`src/sv/b64d_pkg.sv`:
```
// ----------------------------------------------------------------------------
// b64d_pkg: shared types and constants of the base64 stream decoder
// Holds the item layouts passed between the decode stage and the result
// queue, and the sizing of that queue.
// ----------------------------------------------------------------------------
package b64d_pkg;

  // Default width of the running decoded-byte counter.
  localparam int LENGTH_BITS_DEF = 16;

  // Result queue: deep enough that up to two items in flight, each giving
  // up to three results, always find room.
  localparam int MAX_RESULTS = 3;
  localparam int Q_DEPTH     = 16;
  localparam int Q_AW        = $clog2(Q_DEPTH);
  localparam int Q_CW        = Q_AW + 1;
  localparam int READY_LIMIT = Q_DEPTH - 2 * MAX_RESULTS;

  // One accepted input item, as held in the input register.
  typedef struct packed {
    logic       has_char;
    logic [7:0] in_char;
    logic       end_of_text;
  } in_item_t;

  // One result item, as held in the result queue.
  typedef struct packed {
    logic [7:0]  data_byte;
    logic        byte_valid;
    logic        last_result;
    logic [15:0] total_length;
  } res_item_t;

endpackage

```
`src/sv/b64d_in_if.sv`:
```
// ----------------------------------------------------------------------------
// b64d_in_if: input character channel
// Valid/ready channel carrying one base64 character and the end flag.
// ----------------------------------------------------------------------------
interface b64d_in_if;
  logic       valid;
  logic       ready;
  logic       has_char;
  logic [7:0] in_char;
  logic       end_of_text;

  modport source (output valid, output has_char, output in_char, output end_of_text,
                  input ready);
  modport sink (input valid, input has_char, input in_char, input end_of_text,
                output ready);
endinterface

```
`src/sv/b64d_out_if.sv`:
```
// ----------------------------------------------------------------------------
// b64d_out_if: decoded byte channel
// Valid/ready channel carrying one decoded byte with its end marking.
// ----------------------------------------------------------------------------
interface b64d_out_if;
  logic        valid;
  logic        ready;
  logic [7:0]  data_byte;
  logic        byte_valid;
  logic        last_result;
  logic [15:0] total_length;

  modport source (output valid, output data_byte, output byte_valid,
                  output last_result, output total_length, input ready);
  modport sink (input valid, input data_byte, input byte_valid,
                input last_result, input total_length, output ready);
endinterface

```
`src/sv/b64d_group.sv`:
```
// ----------------------------------------------------------------------------
// b64d_group: input register and group decode
// Registers each accepted item, maps it to a sextet, collects groups of four
// and forms up to three result items in one pass.
// ----------------------------------------------------------------------------
module b64d_group #(
  parameter int LENGTH_BITS = b64d_pkg::LENGTH_BITS_DEF
) (
  input  logic                        clk,
  input  logic                        rst_n,
  input  logic                        in_fire,
  input  b64d_pkg::in_item_t          in_item,
  output logic                        push_v,
  output logic [1:0]                  push_n,
  output b64d_pkg::res_item_t [2:0]   push_ent
);
  import b64d_pkg::*;

  localparam int TW = (LENGTH_BITS > 16) ? LENGTH_BITS : 16;
  localparam logic [LENGTH_BITS-1:0] LEN_MAX = {LENGTH_BITS{1'b1}};

  localparam logic [7:0] CH_PLUS  = 8'h2b;
  localparam logic [7:0] CH_SLASH = 8'h2f;
  localparam logic [7:0] CH_PAD   = 8'h3d;
  localparam logic [7:0] CH_UC_A  = 8'h41;
  localparam logic [7:0] CH_UC_Z  = 8'h5a;
  localparam logic [7:0] CH_LC_A  = 8'h61;
  localparam logic [7:0] CH_LC_Z  = 8'h7a;
  localparam logic [7:0] CH_D0    = 8'h30;
  localparam logic [7:0] CH_D9    = 8'h39;
  localparam logic [7:0] LC_BASE  = 8'd26;
  localparam logic [7:0] DG_BASE  = 8'd52;
  localparam logic [5:0] SX_PLUS  = 6'd62;
  localparam logic [5:0] SX_HIGH  = 6'd63;

  function automatic logic is_kept(input logic [7:0] c);
    return (c >= CH_UC_A && c <= CH_UC_Z) || (c >= CH_LC_A && c <= CH_LC_Z) ||
           (c >= CH_D0 && c <= CH_D9) || c == CH_PLUS || c == CH_SLASH ||
           c == CH_PAD;
  endfunction

  function automatic logic [5:0] sextet_of(input logic [7:0] c);
    logic [7:0] t;
    t = 8'(SX_HIGH);
    if (c >= CH_UC_A && c <= CH_UC_Z) begin
      t = c - CH_UC_A;
    end else if (c >= CH_LC_A && c <= CH_LC_Z) begin
      t = c - CH_LC_A + LC_BASE;
    end else if (c >= CH_D0 && c <= CH_D9) begin
      t = c - CH_D0 + DG_BASE;
    end else if (c == CH_PLUS) begin
      t = 8'(SX_PLUS);
    end
    return t[5:0];
  endfunction

  // Input register
  logic                   s_v_r;
  in_item_t               s_item_r;

  // Group state
  logic [1:0]             fill_r, fill_nxt;
  logic [2:0][5:0]        held_r, held_nxt;
  logic                   third_pad_r, third_pad_nxt;
  logic [LENGTH_BITS-1:0] total_r, total_nxt;

  logic                   kept, is_pad, em_go, em_p3, em_p4;
  logic [5:0]             sx, e_s1, e_s2, e_s3, e_s4;
  logic [7:0]             b0, b1, b2;
  logic [1:0]             nb;
  logic [LENGTH_BITS:0]   sum;
  logic [LENGTH_BITS-1:0] total_sat;
  logic [TW-1:0]          total_ext;
  logic [15:0]            total_rep;
  logic                   at_end;

  always_ff @(posedge clk) begin
    if (!rst_n) begin
      s_v_r       <= 1'b0;
      fill_r      <= '0;
      held_r      <= '0;
      third_pad_r <= 1'b0;
      total_r     <= '0;
    end else begin
      s_v_r       <= in_fire;
      fill_r      <= fill_nxt;
      held_r      <= held_nxt;
      third_pad_r <= third_pad_nxt;
      total_r     <= total_nxt;
    end
  end

  always_ff @(posedge clk) begin
    if (in_fire) begin
      s_item_r <= in_item;
    end
  end

  // Group collection and the choice of which four sextets to emit.
  always_comb begin
    kept          = s_item_r.has_char && is_kept(s_item_r.in_char);
    sx            = sextet_of(s_item_r.in_char);
    is_pad        = (s_item_r.in_char == CH_PAD);
    at_end        = s_v_r && s_item_r.end_of_text;
    fill_nxt      = fill_r;
    held_nxt      = held_r;
    third_pad_nxt = third_pad_r;
    em_go         = 1'b0;
    em_p3         = 1'b0;
    em_p4         = 1'b0;
    e_s1          = '0;
    e_s2          = '0;
    e_s3          = '0;
    e_s4          = '0;
    if (s_v_r && kept) begin
      if (fill_r == 2'd3) begin
        em_go         = 1'b1;
        e_s1          = held_r[0];
        e_s2          = held_r[1];
        e_s3          = held_r[2];
        e_s4          = sx;
        em_p3         = third_pad_r;
        em_p4         = is_pad;
        fill_nxt      = '0;
        held_nxt      = '0;
        third_pad_nxt = 1'b0;
      end else begin
        held_nxt[fill_r] = sx;
        if (fill_r == 2'd2) begin
          third_pad_nxt = is_pad;
        end
        fill_nxt = fill_r + 2'd1;
      end
    end
    // Flush of a partial group: unfilled slots already hold zero ('A').
    if (at_end && fill_nxt != 2'd0) begin
      em_go         = 1'b1;
      e_s1          = held_nxt[0];
      e_s2          = held_nxt[1];
      e_s3          = held_nxt[2];
      e_s4          = '0;
      em_p3         = (fill_nxt == 2'd3) && third_pad_nxt;
      em_p4         = 1'b0;
      fill_nxt      = '0;
      held_nxt      = '0;
      third_pad_nxt = 1'b0;
    end
  end

  // Byte formation, length count and result items.
  always_comb begin
    b0 = {e_s1, e_s2[5:4]};
    b1 = {e_s2[3:0], e_s3[5:2]};
    b2 = {e_s3[1:0], e_s4};
    nb = em_go ? (2'd1 + 2'(!em_p3) + 2'(!em_p4)) : 2'd0;

    sum       = {1'b0, total_r} + (LENGTH_BITS+1)'(nb);
    total_sat = sum[LENGTH_BITS] ? LEN_MAX : sum[LENGTH_BITS-1:0];
    total_ext = TW'(total_sat);
    total_rep = (total_ext > TW'(16'hffff)) ? 16'hffff : total_ext[15:0];
    total_nxt = at_end ? '0 : (s_v_r ? total_sat : total_r);

    push_v = s_v_r && (nb != 2'd0 || s_item_r.end_of_text);
    push_n = (nb == 2'd0) ? 2'd1 : nb;

    for (int i = 0; i < MAX_RESULTS; i++) begin
      push_ent[i].byte_valid   = (nb != 2'd0);
      push_ent[i].last_result  = at_end && (2'(i) == push_n - 2'd1);
      push_ent[i].total_length = push_ent[i].last_result ? total_rep : 16'd0;
    end
    push_ent[0].data_byte = b0;
    push_ent[1].data_byte = em_p3 ? b2 : b1;
    push_ent[2].data_byte = b2;
  end

endmodule

```
`src/sv/b64d_out_queue.sv`:
```
// ----------------------------------------------------------------------------
// b64d_out_queue: result queue
// Takes up to three result items per cycle, hands out one per cycle on pop.
// ----------------------------------------------------------------------------
module b64d_out_queue (
  input  logic                        clk,
  input  logic                        rst_n,
  input  logic                        push_v,
  input  logic [1:0]                  push_n,
  input  b64d_pkg::res_item_t [2:0]   push_ent,
  input  logic                        pop,
  output b64d_pkg::res_item_t         head,
  output logic                        not_empty,
  output logic                        can_take
);
  import b64d_pkg::*;

  res_item_t       mem_r [Q_DEPTH];
  logic [Q_AW-1:0] wr_ptr_r, wr_ptr_nxt;
  logic [Q_AW-1:0] rd_ptr_r, rd_ptr_nxt;
  logic [Q_CW-1:0] count_r, count_nxt;
  logic [1:0]      n_in;
  logic            do_pop;

  always_comb begin
    n_in       = push_v ? push_n : 2'd0;
    do_pop     = pop && not_empty;
    wr_ptr_nxt = wr_ptr_r + Q_AW'(n_in);
    rd_ptr_nxt = rd_ptr_r + Q_AW'(do_pop);
    count_nxt  = count_r + Q_CW'(n_in) - Q_CW'(do_pop);
  end

  always_ff @(posedge clk) begin
    if (!rst_n) begin
      wr_ptr_r <= '0;
      rd_ptr_r <= '0;
      count_r  <= '0;
    end else begin
      wr_ptr_r <= wr_ptr_nxt;
      rd_ptr_r <= rd_ptr_nxt;
      count_r  <= count_nxt;
    end
  end

  always_ff @(posedge clk) begin
    for (int i = 0; i < MAX_RESULTS; i++) begin
      if (push_v && 2'(i) < push_n) begin
        mem_r[wr_ptr_r + Q_AW'(i)] <= push_ent[i];
      end
    end
  end

  assign head      = mem_r[rd_ptr_r];
  assign not_empty = (count_r != '0);
  assign can_take  = (count_r <= Q_CW'(READY_LIMIT));

endmodule

```
`src/sv/base64_stream_decoder_top.sv`:
```
// ----------------------------------------------------------------------------
// base64_stream_decoder_top: streaming base64 text decoder
// Decodes base64 characters, one per input item, into bytes, one per result.
// ----------------------------------------------------------------------------
// Usage:
// The input channel in_ch carries one character per item with has_char and
// end_of_text; characters outside the base64 alphabet are dropped. The
// result channel out_ch carries one decoded byte per item. The last result of
// a text has last_result set and total_length holding the decoded byte count
// (saturating); an end item with nothing left to decode yields one result
// with byte_valid low.
// Throughput: one input item per cycle while in_ch.ready is high, and one
// result per cycle while out_ch.ready is high. A group of four characters
// gives up to three results, so a continuous stream keeps pace. An accepted
// item is held in the input register and decoded from there into the
// result queue; results leave from the head of that queue.
// Reset (rst_n low, synchronous) empties the queue and clears the group and
// the byte count. When the receiver stalls, results wait in a 16-entry queue;
// in_ch.ready falls while more than ten results are waiting.
// ----------------------------------------------------------------------------
module base64_stream_decoder_top #(
  parameter int LENGTH_BITS = b64d_pkg::LENGTH_BITS_DEF
) (
  input  logic        clk,
  input  logic        rst_n,
  b64d_in_if.sink     in_ch,
  b64d_out_if.source  out_ch
);
  import b64d_pkg::*;

  in_item_t        in_item;
  logic            in_fire;
  logic            push_v;
  logic [1:0]      push_n;
  res_item_t [2:0] push_ent;
  res_item_t       head;
  logic            not_empty;
  logic            can_take;

  // The queue always has room for the item being decoded plus one more.
  assign in_ch.ready = can_take;
  assign in_fire     = in_ch.valid && can_take;

  assign in_item.has_char    = in_ch.has_char;
  assign in_item.in_char     = in_ch.in_char;
  assign in_item.end_of_text = in_ch.end_of_text;

  b64d_group #(
    .LENGTH_BITS (LENGTH_BITS)
  ) u_group (
    .clk      (clk),
    .rst_n    (rst_n),
    .in_fire  (in_fire),
    .in_item  (in_item),
    .push_v   (push_v),
    .push_n   (push_n),
    .push_ent (push_ent)
  );

  b64d_out_queue u_queue (
    .clk       (clk),
    .rst_n     (rst_n),
    .push_v    (push_v),
    .push_n    (push_n),
    .push_ent  (push_ent),
    .pop       (out_ch.ready),
    .head      (head),
    .not_empty (not_empty),
    .can_take  (can_take)
  );

  // Results leave straight from the head of the queue.
  assign out_ch.valid        = not_empty;
  assign out_ch.data_byte    = head.data_byte;
  assign out_ch.byte_valid   = head.byte_valid;
  assign out_ch.last_result  = head.last_result;
  assign out_ch.total_length = head.total_length;

endmodule
```
`src/flat_wrapper.sv`:
```
// flat-port wrapper written by rule: the top's interface ports become plain ports
module base64_stream_decoder_top_flat import b64d_pkg::*;
#(
  parameter int LENGTH_BITS = b64d_pkg::LENGTH_BITS_DEF
)
  (clk, rst_n, in_ch_valid, in_ch_has_char, in_ch_in_char, in_ch_end_of_text, in_ch_ready, out_ch_valid, out_ch_data_byte, out_ch_byte_valid, out_ch_last_result, out_ch_total_length, out_ch_ready);
  b64d_in_if in_ch_i ();
  b64d_out_if out_ch_i ();
  input  logic clk;
  input  logic rst_n;
  input wire logic [$bits(in_ch_i.valid)-1:0] in_ch_valid;
  input wire logic [$bits(in_ch_i.has_char)-1:0] in_ch_has_char;
  input wire logic [$bits(in_ch_i.in_char)-1:0] in_ch_in_char;
  input wire logic [$bits(in_ch_i.end_of_text)-1:0] in_ch_end_of_text;
  output wire logic [$bits(in_ch_i.ready)-1:0] in_ch_ready;
  output wire logic [$bits(out_ch_i.valid)-1:0] out_ch_valid;
  output wire logic [$bits(out_ch_i.data_byte)-1:0] out_ch_data_byte;
  output wire logic [$bits(out_ch_i.byte_valid)-1:0] out_ch_byte_valid;
  output wire logic [$bits(out_ch_i.last_result)-1:0] out_ch_last_result;
  output wire logic [$bits(out_ch_i.total_length)-1:0] out_ch_total_length;
  input wire logic [$bits(out_ch_i.ready)-1:0] out_ch_ready;
  assign in_ch_i.valid = in_ch_valid;
  assign in_ch_i.has_char = in_ch_has_char;
  assign in_ch_i.in_char = in_ch_in_char;
  assign in_ch_i.end_of_text = in_ch_end_of_text;
  assign in_ch_ready = in_ch_i.ready;
  assign out_ch_valid = out_ch_i.valid;
  assign out_ch_data_byte = out_ch_i.data_byte;
  assign out_ch_byte_valid = out_ch_i.byte_valid;
  assign out_ch_last_result = out_ch_i.last_result;
  assign out_ch_total_length = out_ch_i.total_length;
  assign out_ch_i.ready = out_ch_ready;
  base64_stream_decoder_top #(.LENGTH_BITS(LENGTH_BITS)) u_core (.clk(clk), .rst_n(rst_n), .in_ch(in_ch_i), .out_ch(out_ch_i));
endmodule
```
`config.mk`:
```
export PLATFORM = sky130hd
export DESIGN_NAME = base64_stream_decoder_top_flat
export DESIGN_NICKNAME = d
export VERILOG_FILES = /design/src/sv/b64d_pkg.sv /design/src/sv/b64d_in_if.sv /design/src/sv/b64d_out_if.sv /design/src/sv/b64d_group.sv /design/src/sv/b64d_out_queue.sv /design/src/sv/base64_stream_decoder_top.sv /design/src/flat_wrapper.sv
export SDC_FILE = /design/constraint.sdc
export NUM_CORES = 1
export LEC_CHECK = 0
export ABC_AREA = 1
export CAP_MARGIN = 20
export CORE_MARGIN = 2
export CORE_UTILIZATION = 25
export DETAILED_ROUTE_END_ITERATION = 12
export DONT_BUFFER_PORTS = 1
export GPL_TIMING_DRIVEN = 0
export PLACE_DENSITY_LB_ADDON = 0.1
export SLEW_MARGIN = 20
export SYNTH_ARGS = -nofsm -noshare
export SYNTH_HDL_FRONTEND = slang
export SYNTH_HIERARCHICAL = 1
export SYNTH_SLANG_ARGS = --single-unit
```
`constraint.sdc`:
```
create_clock -name clk -period 6.3 [get_ports clk]
set_input_delay 0.63 -clock clk [delete_from_list [all_inputs] [get_ports clk]]
set_output_delay 0.63 -clock clk [all_outputs]
set_load 0.03 [all_outputs]
```
* Word-level counts from Yosys, hierarchy flattened *
Memories as Yosys holds them, arrays and structs flattened. A register that Yosys moved wholly into a read port is not among the register bits.
Cells that the tools add are included.
W data, S select, Z words.

word-level totals
  flip-flop bits (word level) = 61
  latch bits = 0
  memory bits (writable) = 416
  memory bits (read-only) = 0
  input port bits = 14
  output and inout port bits = 28
  word-level logic and storage cells = 136
  memories = 1

memories
  name                  words  width  read ports  clocked after memory_dff  write ports  line                  source
  u_core.u_queue.mem_r  16     26     1           1                         3            b64d_out_queue.sv:18  res_item_t mem_r [Q_DEPTH];

operators by class
  add/sub/neg operators = 16
  multiply operators = 0
  div/mod/pow operators = 0
  order comparisons = 13
  equal/unequal tests = 8
  shifts and indexed selects = 0
  muxes and demuxes = 51
  bitwise logic cells = 1
  reduce and logical (&&, ||, !) cells = 33

operators with widths
  kind                    count
  $mux W6                 16
  $mux W16                5
  $mux W18                2
  $eq A8 B6 Y1 const B    3
  $mux W1                 19
  $bwmux W18              1
  $logic_and A1 B1 Y1     18
  $add A16 B2 Y17         1
  $ge A8 B7 Y1 const B    2
  $gt A16 B16 Y1 const B  1
  $le A8 B7 Y1 const B    2
  $demux W6 S2            1
  $sub A6 B6 Y6 const B   2
  $mux W2                 5
  $ge A8 B6 Y1 const B    1
  $le A8 B6 Y1 const B    1
  $mux W8                 1
  $add A6 B5 Y6 const B   1
  $add A6 B6 Y6 const B   1
  $eq A2 B2 Y1 const B    3
  $logic_or A1 B1 Y1      6
  $sub A6 B1 Y6 const B   1
  $add A5 B2 Y5           1
  $le A5 B4 Y1 const B    1
  other kinds (22)        27

* Longest topological paths before layout *
Gate-level depths: netlist of run 1.

  depth after elaboration = 23
  depth in mapped cells = 41
  gate-level depth less buffers = 38

* Cells and area by module *
The synthesis of run 1 kept the hierarchy.

modules (own cells, without submodules)
  module                     times used  cells an instance  area each (um2)  seq. area each (um2)
  b64d_out_queue             1           3,806              27,824.2         12,752.2
  b64d_group                 1           635                3,927.5          1,061.0
  base64_stream_decoder_top  1           2                  7.5              0.0

* Least setup slack after synthesis of run 1 *
Ideal clock, no wire load.

  path type = register to register
  from = register u_core/u_group/s_item_r[3] (netlist name)
  to = memory u_core/u_queue/mem_r[7][9] (netlist name) (data pin)
  setup time = 0.152 ns
  arrival = 4.890 ns
  data required time = 6.148 ns
  setup slack = 1.257 ns
  stages on the path, launching flop included = 41
  path buffers = 4
  period minus slack after synthesis = 5.043 ns
  path through = edfxtp_1 buf_2 inv_1 ha_1 inv_1 nor2_1 nor2_1 nand2_1 nand2_4 nor2_4 nand3_4 nand2_4 nand2_1 nand2_2 nand2_4 nand2_8 nand2_2 buf_6 [5 not listed] ha_1 fa_1 nand2_1 nor2_1 inv_1 nor2_1 inv_1 nor2_1 nand4_1 nor2_1 buf_2 a21oi_1 nor2_1 inv_1 clkbuf_1 nand2_1 o21ai_0 o21ai_0

RTL lines
  what                    line                  source
  from (decl)             b64d_group.sv:59      in_item_t s_item_r;
  from (signal assigned)  b64d_group.sv:95      s_item_r <= in_item;
  to (decl)               b64d_out_queue.sv:18

==> flow_summary.ini, run 1 <==
[yosys]
async_flop_share_pct = 0
synth-compound-area-share_pct = 10.9
synth_ff_type = edfxtp_1
synth-edff-count = 426
synthesis.nets = 4489
synthAdderAreaFrac_pct = 1.33
ys_ff_latch = 477
synth_top_family_by_area = simple AND/OR/NAND/NOR gates
synthesis.area_um2 = 31800
synth_area_leader_cell = edfxtp_1
synth_area_per_cell_um2 = 7.15
synth.distinct_cells = 42
ys_seq_area_share_pct = 43.5
synth.mux.area_fraction_pct = 0
synth_top_area_share_pct = 40.3
synth_cells = 4443
synth_xor_area_share_pct = 0.303
ys_warn_count = 6
yosys.area_share.simple_pct = 35.4
synth_area_leaders = edfxtp_1, nand2_1, nand3_1

[critical_path]
endpoint_kind = flop
slowest_delay_ps = 470
r2r-start = u_core/u_group/s_item_r[3]$_DFFE_PP_
cp.required_ps = 6710
slowest_stage = inv_1
path_depth = 37
startpoint = u_core/u_group/s_item_r[3]$_DFFE_PP_
reg2reg_to = u_core/u_queue/mem_r[10][1]$_DFFE_PP_
r2r_slack_ps = 370
reg2regPathDepth = 37
setup.worst_path.class = flop to flop
crit_arrival_ps = 6340
critPathBufInv = 9
cp_common_cell = inv_1
critPathMaxFanout = 12
critPathLaunchType = flop
critPathTopFamily = simple AND/OR/NAND/NOR gates
cp-endpoint = u_core/u_queue/mem_r[10][1]$_DFFE_PP_

[min_path]
hold-path-cell-count = 0
hold_class = primary input to flop
hp-start = in_ch_in_char[5]

[timing]
fin_crit_ps = 5930
finalSetupViolCount = 0
hold_violations = 0
drv_slew = 0
skew_ps = 34.0
slew-limit-headroom_pct = 20.0
fmaxAchievable_mhz = 169
worst_slew_pin_slew_ps = 1200
fin_ws_ps = 372
finalCritPeriodShare_pct = 94.1

[floorplanning]
fp-row-count = 130
dieWidth_um = 360
start_util_pct = 25.2
core-area_um2 = 126000
io_pins = 42
dieArea_um2 = 130000
die_h_um = 360

[placement]
pre_cts_slack_ps = -885
routabilityCongestion = 1.02
dpl.hpwl_um = 139000
io_buffers = 0

[final_layout]
regArea_um2 = 13800
multiInputGateArea_um2 = 15600
area_growth_pct = 16.2
final_nets = 4591
layout_commonest_cell = nand2_1
layout_common_cells = nand2_1, nand3_1, edfxtp_1
drive_gt1_share_pct = 9.66
num-fill-cells = 13800

[power_and_ir_drop]
p_sw_mw = 3.79
switching_share_pct = 37.4
power_frac_comb_pct = 27.2
p_clk_share_pct = 37.7
finalPower_mw = 10.1
power_density_nw_per_um2 = 275
ir_worst_vdd_uv = 205
seq_power_share_pct = 35.1
intPower_mw = 6.34
leakage_nw = 15.7

[global_route]
grt-ovfl-total = 0
grt_pass1_vias = 30200
antenna_found_initial = 4
grt_max_degree = 20
grt_use_total_pct = 25.8
grt_pass1_wl_um = 237000

[detailed_routing]
drcViolationCount = 0
wl_per_cell_um = 27.7
drt_iter0_drc = 4527
ant_nets = 0
wirelength_um = 173000
vias_per_cell = 5.31
vias = 33200
first_pass_iters = 6

[clock_tree]
clkSinkCount = 477
htreeDepth = 3
root_buffer = clkbuf_16
clock_path_buffers = 3
clock_latency_ps = 660
cts_buffers = 68
hold_buffers = 0
cts_tree = built
path_clk_slew_ps = 50

[status]
status = finished, final reports clean

[flow_run]
max-cap-violations = 0
## how the worst min path moves through the flow
stage,slack (ps),to
CTS,40,u_core/u_group/s_item_r[4]$_DFFE_PP_
detailed placement,470,u_core/u_group/total_r[5]$_SDFFE_PP0P_
global placement,470,u_core/u_group/total_r[5]$_SDFFE_PP0P_
finish,80,u_core/u_group/s_item_r[6]$_DFFE_PP_
floorplan,450,u_core/u_group/total_r[5]$_SDFFE_PP0P_
global route,50,u_core/u_group/s_item_r[6]$_DFFE_PP_
## synthesized netlist by cell type (10+ instances only)
cell type  instances
buf_2            100
nor2_1           319
nand2_2           21
dfxtp_1           51
inv_2             30
clkbuf_1         230
buf_1             38
ha_1              29
nand4_1          216
o21ai_1          127
nand2_1         1580
o21ai_0          358
nand3_1          441
nand3_2           10
buf_4             12
inv_1            251
a21oi_1           34
edfxtp_1         426
nor2_2            10
o211ai_1         100
## kinds of logic (layout without fill, tap and decap cells)
group | count (synthesis) | after routing
flops | 477 | 477
simple gates | 2623 | 2623
compound gates | 633 | 633
buf+inv | 667 | 819
other cells | 0 | 1
xor+xnor | 11 | 11
fa+ha+maj | 32 | 32
## timing repair
action	in CTS	in global routing
buffers inserted	1	21
pin swaps	1	12
hold endpoints to repair	0	0
setup endpoints to repair	212	271
cloned	0	0
resized for setup	59	104
## power groups by stage
stage	Sequential (mW)	Clock, mW	Combinational, mW
2_1_floorplan	3.60	0	1.54
3_3_place_gp	3.63	0	2.62
3_5_place_dp	3.62	0	2.64
4_1_cts	3.56	3.92	2.66
5_1_grt	3.56	4.02	2.93
6_report	3.56	3.82	2.76
## flip-flops by register name, summed over array words and instances, names as in the netlist
name                        flops
u_core/u_queue/count_r          5
u_core/u_queue/mem_r          416
u_core/u_group/held_r          18
u_core/u_group/total_r         16
u_core/u_group/third_pad_r      1
u_core/u_queue/wr_ptr_r         4
u_core/u_queue/rd_ptr_r         4
u_core/u_group/s_v_r            1
u_core/u_group/s_item_r        10
u_core/u_group/fill_r           2
## per-layer routing
metal / wire (um) / vias to the layer above / GRT usage [%]
met5: 15 / - / 0
met4: 8880 / 2 / 11.7
met3: 12300 / 308 / 3.18
met2: 75900 / 1620 / 39.9
met1: 75800 / 16200 / 35.8
li1: - / 15100 / -
## stage by stage
stage | utilization, % | area (um2) | setup TNS (ps) | std cells | hold slack, ps
after CTS | 29.0 | 36600 | -2.09 | 6224 | 43.7
after detailed placement | 27.3 | 34300 | -73530 | 6112 | 469
after global placement | 26.9 | 33800 | -211880 | 6093 | 468
final | 29.3 | 36900 | 0 | 6246 | 84.0
after floorplan | - | 31800 | 0 | 4443 | 449
after global routing | 29.3 | 36900 | -623 | 6245 | 50.5
## area by class of cell
class | count | share of cell area, %
diodes | 1 | 0.00678
plain buffers | 376 | 4.62
clock buffers | 94 | 5.02
clock inverters | 26 | 0.698
inverters | 282 | 2.89
multi-input cells | 3299 | 42.2
flip-flops and latches | 477 | 37.4
well taps | 1650 | 5.59
repair buffers | 41 | 1.59
No activity file was read; power rests on OpenSTA's default activity.
==> run 2, diff against run 1 <==
--- a/config.mk
+++ b/config.mk
@@ -11,7 +11,7 @@
 export CORE_UTILIZATION = 25
 export DETAILED_ROUTE_END_ITERATION = 12
 export DONT_BUFFER_PORTS = 1
-export GPL_TIMING_DRIVEN = 0
+export GPL_ROUTABILITY_DRIVEN = 0
 export PLACE_DENSITY_LB_ADDON = 0.1
 export SLEW_MARGIN = 20
 export SYNTH_ARGS = -nofsm -noshare
==> run 2 against run 1 <==
  * Via count decreased by 5.2%
  * Clock-buffer cell count decreased by 2
  * Design area decreased by 2.6%
  * Fmax increased by 3.2%
  * Critical path type unchanged
  * Critical endpoint is now u_core/u_queue/mem_r[14][3]$_DFFE_PP_
==> flow_summary.ini, run 2 (synthesized netlist as in run 1, its figures left out) <==
[critical_path]
crit_arrival_ps = 6130
critPathMaxFanout = 12
cp.required_ps = 6690
setup.worst_path.class = flop to flop
slowest_delay_ps = 480
endpoint_kind = flop
critPathLaunchType = flop
slowest_stage = edfxtp_1

[placement]
place_area_um2 = 33800
dpl.hpwl_um = 96400
io_buffers = 0

[clock_tree]
clock_latency_ps = 650
cts_buffers = 68
path_clk_slew_ps = 60
cts_tree = built
clock_path_buffers = 3
htreeDepth = 3
root_buffer = clkbuf_16
hold_buffers = 0
clkSinkCount = 477

[final_layout]
reg_top3 = u_core/u_queue/mem_r (416), u_core/u_group/held_r (18), u_core/u_group/total_r (16)
largest_reg_flops = 416
area_growth_pct = 13.2
layout_common_cells = nand2_1, edfxtp_1, nand3_1
layout_commonest_cell = nand2_1
final_nets = 4343
max_flop_register = u_core/u_queue/mem_r
final_area_um2 = 36000
drive_gt1_share_pct = 9.24
num_antenna_cells = 0

[detailed_routing]
vias_per_cell = 5.25
wl_per_cell_um = 27.4
ant_nets = 0
drcViolationCount = 0
first_pass_iters = 6
vias = 31500
wirelength_um = 165000
drt_iter0_drc = 3369

[global_route]
met2_usage_pct = 39.1
grt_max_degree = 103
antenna_found_initial = 2
grt_util_met3_pct = 3.99
grt_use_total_pct = 24.7
grt-busiest-layer = met2
grt_util_met1_pct = 33.9
grt_pass1_vias = 29400
grt-ovfl-total = 0
grt_pass1_wl_um = 230000

[timing]
drv_slew = 0
hold_violations = 0
worst_slew_pin_slew_ps = 998
slew-limit-headroom_pct = 33.5
fin_crit_ps = 5740
finalSetupViolCount = 0
tns_ps = 0
rsz0062_at_grt = false
fmaxAchievable_mhz = 174
skew_ps = 38.3
finalCritPeriodShare_pct = 91.1

[power_and_ir_drop]
power_frac_comb_pct = 23.4
p_sw_mw = 3.37
ir_worst_vdd_uv = 171
leakage_nw = 15.4
p_clk_share_pct = 39.4
seq_power_share_pct = 37.2
intPower_mw = 6.25
power_density_nw_per_um2 = 268
switching_share_pct = 35.0

[flow_run]
max-cap-violations = 0

[floorplanning]
dieArea_um2 = 130000
die_h_um = 360
start_util_pct = 25.2
dieWidth_um = 360
core-area_um2 = 126000
io_pins = 42
fp-row-count = 130

[min_path]
hold_class = primary input to flop

[status]
status = finished, final reports clean
-- run 2: repair_timing --
action | in CTS | in global routing
resized for setup | 0 | 22
buffers inserted | 0 | 4
endpoints found under the setup margin | 0 | 141
-- run 2: metal layers --
layer	part of all wire (%)	wire, um
met1	45	74100
met2	45	73500
met3	6.7	11000
met4	3.6	5900
met5	0.0073	12
-- run 2: area by class of cell --
class                           count  area (um2)
Clock buffer                       92        1950
Clock inverter                     32         173
Multi-Input combinational cell   3299       15400
Sequential cell                   477       13800
Fill cell                       13700       89900
Timing Repair Buffer              169        1470
Inverter                          282        1070
Tap cell                         1650        2060
-- run 2: stage by stage --
stage          total power [mW]  setup slack (ps)  hold slack, ps  cells  utilization [%]
2_1_floorplan              5.14              1260             449   4443                -
3_3_place_gp               5.90               335             464   5873             26.8
3_5_place_dp               5.90               275             475   5873             26.8
4_1_cts                    9.72               259            46.7   5997             28.5
5_1_grt                    10.1              4.67            71.8   6001             28.6
6_report                   9.62               559            89.8   6001             28.6
-- run 2: final timing paths --
kind	startpoint	end	slack (ps)	cells after the start
setup / recovery	u_core/u_group/s_item_r[4]$_DFFE_PP_	u_core/u_queue/mem_r[14][3]$_DFFE_PP_	560	35
hold / removal	in_ch_in_char[7]	u_core/u_group/s_item_r[8]$_DFFE_PP_	90	0
setup reg to reg	u_core/u_group/s_item_r[4]$_DFFE_PP_	u_core/u_queue/mem_r[14][3]$_DFFE_PP_	560	35
hold reg to reg	u_core/u_group/total_r[5]$_SDFFE_PP0P_	u_core/u_group/total_r[5]$_SDFFE_PP0P_	490	2
-- run 2: critical path: cells and delay by family, from the launching register on --
| family | cells | cell delay [ps] |
|---|---|---|
| AND/OR/NAND/NOR | 22 | 2190 |
| AO/OA/AOI/OAI | 2 | 580 |
| adder cells (fa/ha/maj) | 4 | 1190 |
| buffers and inverters | 7 | 1060 |
| flip-flops | 1 | 480 |
-- run 2: power by group through the flow --
stage	clock [mW]	sequential (mW)	combinational (mW)
2_1_floorplan	0	3.60	1.54
3_3_place_gp	0	3.65	2.25
3_5_place_dp	0	3.64	2.25
4_1_cts	3.89	3.58	2.26
5_1_grt	3.99	3.59	2.49
6_report	3.79	3.58	2.25
